### src/rtl/core/assert_macros.svh
// Assertion macros for the RTL modules of the encoder.
`ifndef ASSERT_MACROS_SVH
`define ASSERT_MACROS_SVH

// Concurrent assertion on the rising edge of clk, off while rst_n is low.
`define ASSERT_CLK(lbl, prop, msg) \
    lbl: assert property (@(posedge clk) disable iff (!rst_n) prop) else $error(msg);

// Concurrent assertion that is also checked while reset is asserted.
`define ASSERT_ALWAYS(lbl, prop, msg) \
    lbl: assert property (@(posedge clk) prop) else $error(msg);

`endif

### src/rtl/core/sbue_pkg.sv
// Package with the types, codes, constants and byte-order helpers of the encoder.
`default_nettype none

package sbue_pkg;

    localparam int TBL_DEPTH = 256;
    localparam int ADDR_W    = $clog2(TBL_DEPTH);
    localparam int CP_W      = 32;
    localparam int ENTRY_W   = CP_W + 1;
    localparam int BUF_BYTES = 8;
    localparam int BUF_W     = 8 * BUF_BYTES;
    localparam int CNT_W     = $clog2(BUF_BYTES + 1);

    // Operation codes carried by the op field.
    localparam logic [1:0] OP_CONVERT = 2'd0;
    localparam logic [1:0] OP_LOAD    = 2'd1;
    localparam logic [1:0] OP_RESTART = 2'd2;

    // Target forms.
    localparam logic [1:0] FORM_UCS2  = 2'd0;
    localparam logic [1:0] FORM_UTF16 = 2'd1;
    localparam logic [1:0] FORM_UTF32 = 2'd2;
    localparam logic [1:0] FORM_UCS4  = 2'd3;

    // Configuration register indexes.
    localparam logic [1:0] REG_TARGET_FORM   = 2'd0;
    localparam logic [1:0] REG_LITTLE_ENDIAN = 2'd1;
    localparam logic [1:0] REG_EMIT_BOM      = 2'd2;
    localparam logic [1:0] REG_REPLACEMENT   = 2'd3;

    localparam logic [CP_W-1:0] CP_BMP_MAX     = 32'h0000_FFFF;
    localparam logic [CP_W-1:0] CP_UNICODE_MAX = 32'h0010_FFFF;
    localparam logic [CP_W-1:0] CP_UCS4_MAX    = 32'h7FFF_FFFF;
    localparam logic [CP_W-1:0] CP_NONCHAR_FE  = 32'h0000_FFFE;
    localparam logic [CP_W-1:0] CP_NONCHAR_FF  = 32'h0000_FFFF;
    localparam logic [CP_W-1:0] CP_SURR_LO     = 32'h0000_D800;
    localparam logic [CP_W-1:0] CP_SURR_HI     = 32'h0000_DFFF;
    localparam logic [20:0]     CP_SUPP_BASE   = 21'h01_0000;
    localparam logic [5:0]      HI_SURR_TAG    = 6'b110110;
    localparam logic [5:0]      LO_SURR_TAG    = 6'b110111;
    localparam logic [15:0]     BOM_UNIT       = 16'hFEFF;

    // Work handed from the encode stage to the byte serializer.
    typedef struct packed {
        logic [BUF_W-1:0] bytes;     // left-justified, first byte in the top bits
        logic [CNT_W-1:0] count;     // number of bytes, 1 to 8
        logic             status;
        logic             replaced;
    } ser_load_t;

    // Puts a 16-bit unit into transmission order, first byte in the top bits.
    function automatic logic [15:0] order2(input logic [15:0] unit, input logic le);
        order2 = le ? {unit[7:0], unit[15:8]} : unit;
    endfunction

    // Puts a 32-bit unit into transmission order, first byte in the top bits.
    function automatic logic [31:0] order4(input logic [31:0] unit, input logic le);
        order4 = le ? {unit[7:0], unit[15:8], unit[23:16], unit[31:24]} : unit;
    endfunction

endpackage

`default_nettype wire

### src/rtl/core/sbue_serializer.sv
// Byte serializer: holds one encoded character and emits it one byte per transaction.
`default_nettype none

`include "assert_macros.svh"

module sbue_serializer
(
    input  wire logic                   clk,
    input  wire logic                   rst_n,
    input  wire logic                   load,
    input  wire sbue_pkg::ser_load_t    load_data,
    output logic                        ready,
    output logic                        out_valid,
    input  wire logic                   out_stall,
    output logic [7:0]                  out_byte,
    output logic                        last,
    output logic                        status,
    output logic                        replaced
);

    logic                           valid_reg;
    logic                           valid_next;
    logic [sbue_pkg::BUF_W-1:0]     buf_reg;
    logic [sbue_pkg::BUF_W-1:0]     buf_next;
    logic [sbue_pkg::CNT_W-1:0]     cnt_reg;
    logic [sbue_pkg::CNT_W-1:0]     cnt_next;
    logic                           status_reg;
    logic                           status_next;
    logic                           repl_reg;
    logic                           repl_next;
    logic                           take;

    assign take      = valid_reg && !out_stall;
    assign last      = (cnt_reg == sbue_pkg::CNT_W'(1));
    assign ready     = !valid_reg || (take && last);
    assign out_valid = valid_reg;
    assign out_byte  = buf_reg[sbue_pkg::BUF_W-1 -: 8];
    assign status    = status_reg;
    assign replaced  = repl_reg;

    always_comb
    begin
        valid_next  = valid_reg;
        buf_next    = buf_reg;
        cnt_next    = cnt_reg;
        status_next = status_reg;
        repl_next   = repl_reg;
        if (load)
        begin
            valid_next  = 1'b1;
            buf_next    = load_data.bytes;
            cnt_next    = load_data.count;
            status_next = load_data.status;
            repl_next   = load_data.replaced;
        end
        else if (take)
        begin
            if (last)
            begin
                valid_next = 1'b0;
            end
            buf_next = {buf_reg[sbue_pkg::BUF_W-9:0], 8'h00};
            cnt_next = cnt_reg - sbue_pkg::CNT_W'(1);
        end
    end

    always_ff @(posedge clk or negedge rst_n)
    begin
        if (!rst_n)
        begin
            valid_reg <= 1'b0;
            cnt_reg   <= '0;
        end
        else
        begin
            valid_reg <= valid_next;
            cnt_reg   <= cnt_next;
        end
    end

    always_ff @(posedge clk)
    begin
        buf_reg    <= buf_next;
        status_reg <= status_next;
        repl_reg   <= repl_next;
    end

    `ASSERT_CLK(a_cnt_nonzero, valid_reg |-> (cnt_reg != '0 && cnt_reg <= sbue_pkg::CNT_W'(8)), "byte count out of range while valid")
    `ASSERT_CLK(a_error_single, (valid_reg && status_reg) |-> last, "error transaction is not a single byte")
    `ASSERT_CLK(a_no_gap, (take && !last) |=> valid_reg, "character bytes interrupted")
    `ASSERT_CLK(a_load_when_ready, load |-> ready, "serializer loaded while busy")

endmodule

`default_nettype wire

### config.mk
export PLATFORM = sky130hd
export DESIGN_NAME = sbue_serializer
export DESIGN_NICKNAME = d
export VERILOG_FILES = /design/src/rtl/core/sbue_pkg.sv /design/src/rtl/core/sbue_serializer.sv
export VERILOG_INCLUDE_DIRS = /design/src /design/src/rtl/core
export SDC_FILE = /design/constraint.sdc
export NUM_CORES = 1
export LEC_CHECK = 0
export ABC_AREA = 0
export BUFFER_PORTS_ARGS = -buffer_cell sky130_fd_sc_hd__clkbuf_2
export CAP_MARGIN = 10
export CORE_MARGIN = 5
export CORE_UTILIZATION = 30
export DETAILED_ROUTE_END_ITERATION = 8
export SYNTH_ARGS = -nofsm -noshare
export SYNTH_HDL_FRONTEND = slang
export SYNTH_SLANG_ARGS = --single-unit
export TNS_END_PERCENT = 1
### constraint.sdc
create_clock -name clk -period 3.1 [get_ports clk]
set_input_delay 0.465 -clock clk [delete_from_list [all_inputs] [get_ports clk]]
set_output_delay 0.465 -clock clk [all_outputs]
set_load 0.01 [all_outputs]
==> results by group, run 1 <==
Setup path
  – CP most frequent cell: inv_1
  – Slowest-stage cell, CP: o41ai_1
  – CP max stage delay: 410 ps
  – Crit path DAT: 1630 ps
  – CP Capture Type: primary output
  – Crit start category: flop
  – WP data required: 2630 ps
  – Reg2reg end: buf_reg[28]
  – Reg2Reg Depth: 2
  – CP bufs+invs: 3
  – R2R Setup Slk: 1480 ps
  – Crit. path cell count: 5
  – Reg-to-Reg Start: out_valid
  – Critical Setup Path Class: reg2out
  – Worst-path fanout max: 3
  – Cell family with most CP delay: compound AO/OA/AOI/OAI gates
  – Cells along the critical path: inv_1, ha_1, inv_1, o41ai_1, clkbuf_2

Route
  – Antenna viol nets, final: 0
  – DRT iter0 DRCs: 46
  – Avg WL per Cell: 13.19 um
  – WL final: 5277 um
  – TritonRoute pass-1 iters: 4
  – DRC viols: 0
  – Via density: 4.155
  – Via count: 1662

Floorplanning
  – IO Count: 87
  – Die width: 111.8 um
  – Die ar.: 12500 um2
  – Initial Util: 30.39%
  – Placeable Area: 10230 um2
  – FP Rows: 37
  – Die Ht: 111.8 um

Worst hold path
  – Hold path endpoint: replaced
  – WHS Path Cells: 1
  – Hold Crit Start: load_data[0]
  – Worst min-delay path class: in2reg

Global route
  – Initial antenna violation count: 0
  – Grt total ovfl: 0
  – All-layer global routing usage: 8.631%
  – Vias in the first global route: 1737
  – Pin count of the biggest net entering global routing: 65
  – First-pass GRT wire length: 8383 um

Clock network
  – Clock sinks: 71
  – # H-tree levels: 3
  – CTS max path bufs: 2
  – Worst skew pair latency: 340 ps
  – Clock slew at reported path FFs: 80 ps
  – CTS buffer count: 9
  – CTS tree: built
  – Post_cts resized: 0
  – CTS Root Cell: clkbuf_8

Place
  – GP Congestion: 0.6818
  – Dpl hpwl: 3497 um
  – Buffers on Ports: 86

Synth
  – Asr flop ratio synth: 7.042%
  – Synth Register Bits: 71
  – Mapped Avg Cell Area: 17.67 um2
  – Mapped Area: 3109 um2
  – Post-synth EDFFs: 66
  – Synthesis warning total: 0
  – Ys flop type: edfxtp_1
  – Post-synthesis cell type count: 25
  – Gate Count Post-Synth: 176
  – Most frequent cell after synthesis: edfxtp_1
  – Syn nets: 252
  – Post-synthesis sequential area ratio: 67.77%
  – Leading area contributor after synthesis: edfxtp_1
  – Synth cell count leaders: 66 x edfxtp_1, 53 x mux2_2, 9 x buf_4
  – Post-synth top area share: 63.74%
  – Largest cells by area after synthesis: edfxtp_1 64%, mux2_2 19%, dfrtp_1 4.0%

Layout
  – Layout cells sized above 1: 60.61%
  – Area growth syn-to-layout: 23.46%
  – Max reg flops: 64
  – Final Util: 37.52%
  – Antenna diode count: 0
  – Final nets: 335

STA
  – Final setup fails: 0
  – Hold Violations, Final: 0
  – Setup TNS: 0 ps
  – Final period util: 67.55%
  – Minimum clock period: 2094 ps
  – RSZ-0062 raised after global routing: false
  – Least-Margin Pin Slew: 884.2 ps
  – Final Skew: 12.61 ps
  – Peak Freq: 477.5 MHz
  – Max-slew headroom: 41.06%
  – Slew Viols, Final: 0

Run
  – Total of max-cap violations: 0

Pwr
  – Pwr Density: 601.2 nW/um2
  – Peak supply drop: 0.0002419 V
  – P_leak: 0.001550 uW

Status
  – Status: complete, no violations
==> worst register-to-register path: stages (launching register included) <==
cell,delay [ps]
dfrtp_1,430
nand2b_4,110
nand2b_4,650
==> cell families after synthesis <==
family                     count (synthesis)  synth area share [%]
xor gates and xnor gates                   2                0.5635
and+or+nand+nor                           19                 4.185
muxes                                     57                 20.64
AOI/OAI and AO/OA                          6                 1.368
adders and majority gates                  2                0.8047
DFF                                       71                 67.77
buffers and inverters                     19                 4.668
==> worst max path at each step <==
stage / slack (ps) / endpoint / from
after floorplan: 330 / buf_reg[0] / load
after global placement: 1070 / buf_reg[26] / load
after detailed placement: 1060 / buf_reg[37] / load
after CTS: 960 / ready / cnt_reg[1]
after global routing: 850 / ready / cnt_reg[1]
final: 1010 / ready / cnt_reg[1]
==> where the power goes <==
part	internal, uW	switching [uW]	total [uW]
Sequential	1170	29.2	1200
Clock	529	345	874
Combinational	131	101	232
==> cells in the final DEF (no fill, tap or decap), types with 2 or more instances in the layout <==
cell	netlist	layout
and2_1	8	8
buf_4	9	2
bufinv_16	0	3
clkbuf_2	0	85
clkbuf_8	0	9
clkinv_2	0	2
dfrtp_1	5	5
edfxtp_1	66	66
ha_1	2	2
inv_1	3	3
mux2_1	4	4
mux2_2	53	53
nand2_1	3	3
nand2b_4	1	2
o21ai_0	2	2
==> metal layers <==
metal / vias up / global-route usage [%] / part of all wire, %
met3: 7 / 3.696 / 7.4
met2: 68 / 12.47 / 45
met4: 0 / 3.893 / 1.8
met5: - / 0 / 0
li1: 823 / - / -
met1: 764 / 11.22 / 46
==> area by class of cell <==
class	instances	area [um2]
Timing Repair Buffer	88	450.4
Clock inverter	7	111.4
Tap cell	136	170.2
Inverter	3	11.26
Sequential cell	71	2107
Multi-Input combinational cell	86	864.6
Clock buffer	9	123.9
Fill cell	992	6392
==> per-stage QoR <==
step / instances / total power [uW] / setup WS (ps) / hold slack (ps) / area [um2]
3_5_place_dp: 383 / 1461 / 1064 / 290.7 / 3593
4_1_cts: 400 / 2344 / 957.7 / 290.7 / 3839
6_report: 400 / 2308 / 1006 / 312.9 / 3839
5_1_grt: 400 / 2422 / 853.7 / 278.4 / 3839
3_3_place_gp: 383 / 1453 / 1066 / 289.2 / 3593
2_1_floorplan: 176 / 1386 / 330.6 / 169.4 / 3109
==> timing repair <==
action                    4_1_cts  5_1_grt
hold buffers                    1        0
buffers inserted                0        0
hold endpoints to repair        5        0
(Power assumes the default switching activity.)
==> run 2: changes to the inputs <==
--- a/config.mk
+++ b/config.mk
@@ -6,7 +6,7 @@
 export SDC_FILE = /design/constraint.sdc
 export NUM_CORES = 1
 export LEC_CHECK = 0
-export ABC_AREA = 0
+export ABC_AREA = 1
 export BUFFER_PORTS_ARGS = -buffer_cell sky130_fd_sc_hd__clkbuf_2
 export CAP_MARGIN = 10
 export CORE_MARGIN = 5
==> constraint.sdc (replaced) <==
create_clock -name clk -period 2.07 [get_ports clk]
set_input_delay 0.3105 -clock clk [delete_from_list [all_inputs] [get_ports clk]]
set_output_delay 0.3105 -clock clk [all_outputs]
set_load 0.01 [all_outputs]
==> results by group, run 2 <==
Route
  – WL final: 6056 um (+15%)
  – Via density: 4.041 (-2.8%)
  – Avg WL per Cell: 11.19 um (-15%)
  – DRC viols: 0 (unchanged)
  – TritonRoute pass-1 iters: 4 (unchanged)
  – Antenna viol nets, final: 0 (unchanged)
  – Via count: 2186 (+32%)
  – DRT iter0 DRCs: 96 (+110%)

Setup path
  – CP Capture Type: primary output
  – Crit start category: flop
  – Crit path DAT: 1440 ps (-190 ps)
  – Critical Setup Path Class: reg2out
  – WP data required: 1760 ps (-870 ps)
  – Worst-path fanout max: 3 (unchanged)

Floorplanning
  – Die ar.: 12620 um2 (+0.99%)
  – Initial Util: 30.58% (+0.19 points)
  – Placeable Area: 10280 um2 (+0.45%)
  – FP Rows: 37 (unchanged)
  – Die Ht: 112.4 um (+0.49%)
  – Die width: 112.4 um (+0.49%)
  – IO Count: 87 (unchanged)

Synth
  – Synth Register Bits: 71 (unchanged)
  – Synth Area in Simple Gates: 24.48% (+20 points)
  – Post-synthesis sequential area ratio: 67.04% (-0.73 points)
  – Post-synthesis xor/xnor area fraction: 0% (-0.56 points)
  – Syn nets: 396 (+57%)
  – Synthesis warning total: 0 (unchanged)
  – Mapped Avg Cell Area: 9.822 um2 (-44%)
  – Asr flop ratio synth: 7.042% (unchanged)
  – Post-synth EDFFs: 66 (unchanged)
  – Post-synthesis cell type count: 14 (-44%)
  – Gate Count Post-Synth: 320 (+82%)
  – Synth Area in Adders: 0.7962% (-0.0087 points)
  – Mapped Area: 3143 um2 (+1.1%)
  – Synth cell count leaders: 194 x nand2_1, 66 x edfxtp_1, 17 x inv_1
  – Ys flop type: edfxtp_1
  – Largest cells by area after synthesis: edfxtp_1 63%, nand2_1 23%, dfrtp_1 4.0%
  – Compound-Gate Fraction of Synth Area: 0.7564% (-0.61 points)
  – Leading area contributor after synthesis: edfxtp_1
  – Post-synthesis mux area share: 0% (-21 points)
  – Most frequent cell after synthesis: nand2_1
  – Largest family of logic cells by synthesized area: simple AND/OR/NAND/NOR gates
  – Post-synth top area share: 63.06% (-0.69 points)

Clock network
  – CTS Root Cell: clkbuf_8
  – CTS max path bufs: 2 (unchanged)
  – Worst skew pair latency: 340 ps (about the same)
  – Clock slew at reported path FFs: 70 ps (about the same)
  – CTS buffer count: 9 (unchanged)
  – # H-tree levels: 3 (unchanged)
  – CTS tree: built
  – Post_cts resized: 0 (unchanged)
  – Post-CTS setup repair buffer count: 0 (unchanged)
  – Clock sinks: 71 (unchanged)
  – Hold_buf cts: 1 (unchanged)

Layout
  – Antenna diode count: 0 (unchanged)
  – Max reg flops: 64 (unchanged)
  – Area growth syn-to-layout: 22.69%
  – Most common cell after layout, fill and taps aside: nand2_1
  – Sequential Area: 2107 um2 (unchanged)
  – Final nets: 476 (+42%)
  – Layout cells sized above 1: 26.42% (-34 points)
  – Final Util: 37.52% (about the same)
  – Commonest non-fill, non-tap cells in the layout: 193 x nand2_1, 86 x clkbuf_2, 66 x edfxtp_1
  – Area of the multi-input gates: 825.8 um2 (-4.5%)
  – Fillers: 1071 (+8.0%)

Global route
  – All-layer global routing usage: 10.09% (+1.5 points)
  – Vias in the first global route: 2278 (+31%)
  – Grt total ovfl: 0 (unchanged)
  – First-pass GRT wire length: 10280 um (+23%)
  – Initial antenna violation count: 0 (unchanged)
  – Pin count of the biggest net entering global routing: 72 (+11%)

STA
  – Least-Margin Pin Slew: 677.3 ps (-206.8 ps)
  – Setup TNS: 0 ps (unchanged)
  – Peak Freq: 570.4 MHz
  – Final setup fails: 0 (unchanged)
  – Minimum clock period: 1753 ps
  – Slew Viols, Final: 0 (unchanged)
  – Final Skew: 7.158 ps (-5.456 ps)
  – Final period util: 84.69%
  – Max-slew headroom: 54.84% (+14 points)
  – Hold Violations, Final: 0 (unchanged)
  – RSZ-0062 raised after global routing: false

Pwr
  – P_leak: 0.001940 uW (+25%)
  – Pwr Density: 862.1 nW/um2 (+43%)
  – Peak supply drop: 0.0003997 V (+65%)

Status
  – Status: complete, no violations

Worst hold path
  – Worst min-delay path class: in2reg

Run
  – Total of max-cap violations: 0 (unchanged)

Place
  – Dpl hpwl: 4182 um (+20%)
  – Buffers on Ports: 86 (unchanged)
  – GP Congestion: 0.7065 (+3.6%)
run 2: changes by cell type after synthesis, sizes merged, moves of 3 or more:
cell / delta
nand2: +191
mux2: -57
inv: +15
and2: -8
buf: +6
nand3: +6
nand2b: -3
nor2: +3
run 2: worst paths after layout:
| check | from | end | slack [ps] | cells past startpoint |
|---|---|---|---|---|
| worst max-delay path | cnt_reg[1] | ready | 320 | 5 |
| worst max register to register | out_valid | buf_reg[23] | 680 | 3 |
| max in group asynchronous | rst_n | out_valid | 1610 | 2 |
| worst min-delay path | load_data[0] | replaced | 160 | 1 |
| min in group asynchronous | rst_n | cnt_reg[2] | 320 | 2 |
| worst min register to register | buf_reg[42] | buf_reg[50] | 510 | 2 |
run 2: kinds of logic (layout without fill, tap and decap cells):
group | Yosys count | in the layout
AND/OR/NAND/NOR | 203 | 203
flip-flops | 71 | 71
buffers and inverters | 40 | 125
AO/OA/AOI/OAI | 4 | 4
adder cells (fa/ha/maj) | 2 | 2
run 2: final cells by class:
cell class,instances,share of cell area (%)
flip-flops and latches,71,54.64
multi-input cells,209,21.41
well taps,136,4.413
clock inverters,6,2.206
repair buffers,91,12.20
inverters,18,1.817
clock buffers,10,3.310
run 2: per-stage QoR:
step / cell area, um2 / hold slack [ps] / cells / setup WS (ps) / total power [uW]
after global placement: 3633 / 134.2 / 524 / 603.4 / 2173
after detailed placement: 3633 / 139.8 / 524 / 590.8 / 2187
after floorplan: 3146 / 14.91 / 320 / 324.8 / 2058
after CTS: 3856 / 138.4 / 541 / 279.2 / 3381
after global routing: 3856 / 129.6 / 541 / 168.3 / 3520
final: 3856 / 156.2 / 541 / 316.9 / 3324
run 2: where the power goes:
part / internal [uW] / switching (uW) / total, uW
logic: 143 / 209 / 352
registers: 1750 / 42.9 / 1790
clock network: 675 / 505 / 1180
run 2: routing by layer:
layer	GRT usage [%]	wire, um	vias up
met4	2.163	51	0
met5	0	0	-
met1	12.38	2643	935
li1	-	-	1162
met3	5.337	655	6
met2	15.89	2705	83
run 2: critical path, cell delays in order, from the launching register on:
cell and delay [ps]:
dfrtp_1 380, inv_1 100, ha_1 150, nand3_1 90, o21ai_0 220, clkbuf_2 180
==> run 3: changes to the inputs <==
==> constraint.sdc (replaced) <==
create_clock -name clk -period 1.5 [get_ports clk]
set_input_delay 0.225 -clock clk [delete_from_list [all_inputs] [get_ports clk]]
set_output_delay 0.225 -clock clk [all_outputs]
set_load 0.01 [all_outputs]
==> results by group, run 3 (same netlist as run 2, synthesis figures left out) <==
Floorplanning
  – Die Ht: 112.4 um (unchanged)
  – FP Rows: 37 (unchanged)
  – Die ar.: 12620 um2 (unchanged)
  – Placeable Area: 10280 um2 (unchanged)
  – IO Count: 87 (unchanged)
  – Initial Util: 30.58% (unchanged)
  – Die width: 112.4 um (unchanged)

Clock network
  – CTS max path bufs: 2 (unchanged)
  – CTS tree: built
  – Worst skew pair latency: 330 ps (about the same)
  – CTS buffer count: 9 (unchanged)
  – Clock slew at reported path FFs: 70 ps (about the same)
  – CTS Root Cell: clkbuf_8
  – Clock sinks: 71 (unchanged)
  – # H-tree levels: 3 (unchanged)

Layout
  – Max reg flops: 64 (unchanged)
  – Final nets: 481 (+1.1%)
  – Fillers: 1039 (-3.0%)
  – Area growth syn-to-layout: 24.20%
  – Most common cell after layout, fill and taps aside: nand2_1
  – Area of the multi-input gates: 854.6 um2 (+3.5%)
  – Antenna diode count: 0 (unchanged)
  – Layout cells sized above 1: 27.45% (+1.0 points)
  – Commonest non-fill, non-tap cells in the layout: 193 x nand2_1, 85 x clkbuf_2, 66 x edfxtp_1
  – Sequential Area: 2107 um2 (unchanged)
  – Final Util: 37.98% (+0.46 points)

Route
  – Via count: 2249 (+2.9%)
  – DRT iter0 DRCs: 149 (+55%)
  – TritonRoute pass-1 iters: 4 (unchanged)
  – Avg WL per Cell: 11.30 um (+0.93%)
  – Antenna viol nets, final: 0 (unchanged)
  – DRC viols: 0 (unchanged)
  – WL final: 6146 um (+1.5%)
  – Via density: 4.134 (+2.3%)

STA
  – Max-slew headroom: 80.67% (+26 points)
  – Slew Viols, Final: 0 (unchanged)
  – Final setup fails: 0 (unchanged)
  – Minimum clock period: 1488 ps
  – RSZ-0062 raised after global routing: true
  – Hold WS: 67.38 ps (-88.85 ps)
  – Hold Violations, Final: 0 (unchanged)
  – Peak Freq: 672.1 MHz
  – Final Skew: 3.889 ps (-3.269 ps)
  – Least-Margin Pin Slew: 289.9 ps (-387.4 ps)
  – Final period util: 99.20%
  – Setup TNS: 0 ps (unchanged)

Setup path
  – Cells along the critical path: inv_2, ha_4, nand3_4, o21ai_2, buf_2
  – Slowest-stage cell, CP: dfrtp_1
  – Worst-path fanout max: 2 (-1)
  – Crit path DAT: 1260 ps (-180 ps)
  – Crit start category: flop
  – WP data required: 1270 ps (-490 ps)
  – Critical Setup Path Class: reg2out
  – CP Capture Type: primary output
  – CP max stage delay: 390 ps (about the same)

Place
  – GP Congestion: 0.7253 (+2.7%)
  – Dpl hpwl: 4093 um (-2.1%)
  – Buffers on Ports: 86 (unchanged)

Global route
  – First-pass GRT wire length: 10300 um (+0.19%)
  – Pin count of the biggest net entering global routing: 72 (unchanged)
  – Vias in the first global route: 2305 (+1.2%)
  – Initial antenna violation count: 0 (unchanged)
  – Grt total ovfl: 0 (unchanged)
  – All-layer global routing usage: 10.17% (+0.082 points)

Status
  – Status: complete, no violations

Pwr
  – Pwr Density: 1088 nW/um2 (+26%)
  – Total power: 4247 uW (+28%)
  – P_leak: 0.001958 uW (+0.92%)
  – Peak supply drop: 0.0004707 V (+18%)

Worst hold path
  – Worst min-delay path class: in2reg

Run
  – Total of max-cap violations: 0 (unchanged)
run 3: stage by stage:
step | area, um2 | cells | setup slack (ps)
3_3_place_gp | 3691 | 525 | 221.0
5_1_grt | 3904 | 544 | -85.36
6_report | 3904 | 544 | 12.07
4_1_cts | 3896 | 543 | -23.70
3_5_place_dp | 3691 | 525 | 198.0
2_1_floorplan | 3151 | 320 | 84.33
run 3: layer usage:
metal / vias to the layer above / wire (um) / GRT usage, %
li1: 1173 / - / -
met1: 982 / 2744 / 12.82
met2: 84 / 2722 / 15.57
met3: 10 / 601 / 4.474
met4: 0 / 78 / 3.606
met5: - / 0 / 0
run 3: final cells by class:
| class | count | area share, % |
|---|---|---|
| Sequential cell | 71 | 53.97 |
| Multi-Input combinational cell | 209 | 21.89 |
| Timing Repair Buffer | 96 | 14.29 |
| Tap cell | 136 | 4.359 |
| Clock buffer | 11 | 3.365 |
| Inverter | 18 | 1.795 |
| Clock inverter | 3 | 0.3205 |
run 3: path summary, 6_finish.rpt:
| kind | start | endpoint | slack, ps | depth (start not counted) |
|---|---|---|---|---|
| max reg2reg | cnt_reg[1] | cnt_reg[1] | 230 | 7 |
| min reg2reg | buf_reg[44] | buf_reg[52] | 510 | 2 |
| max in group asynchronous | rst_n | cnt_reg[3] | 1120 | 2 |
| max | cnt_reg[1] | ready | 10 | 5 |
| min | load_data[0] | replaced | 70 | 1 |
| min in group asynchronous | rst_n | cnt_reg[2] | 240 | 2 |
run 3: critical path, delay by kind of cell (launching register included):
| family | cells | cell delay, ps |
|---|---|---|
| AO/OA/AOI/OAI | 1 | 120 |
| buffers and inverters | 2 | 230 |
| AND/OR/NAND/NOR | 1 | 60 |
| flip-flops | 1 | 390 |
| adder cells (fa/ha/maj) | 1 | 130 |
run 3: power breakdown:
| group | leakage (uW) | total, uW | internal, uW | switching, uW |
|---|---|---|---|---|
| clock | 0.0000741 | 1220 | 569 | 647 |
| combinational | 0.00114 | 555 | 243 | 312 |
| sequential | 0.000746 | 2480 | 2420 | 60.7 |
| total | 0.00196 | 4250 | 3230 | 1020 |
run 3: repair_timing:
| item | in CTS | in global routing |
|---|---|---|
| endpoints found under the setup margin | 1 | 1 |
| resized for setup | 7 | 1 |
| pin swaps | 2 | 1 |
| setup buffers | 3 | 1 |
| endpoints found under the hold margin | 5 | 0 |
| hold buffers | 1 | 0 |
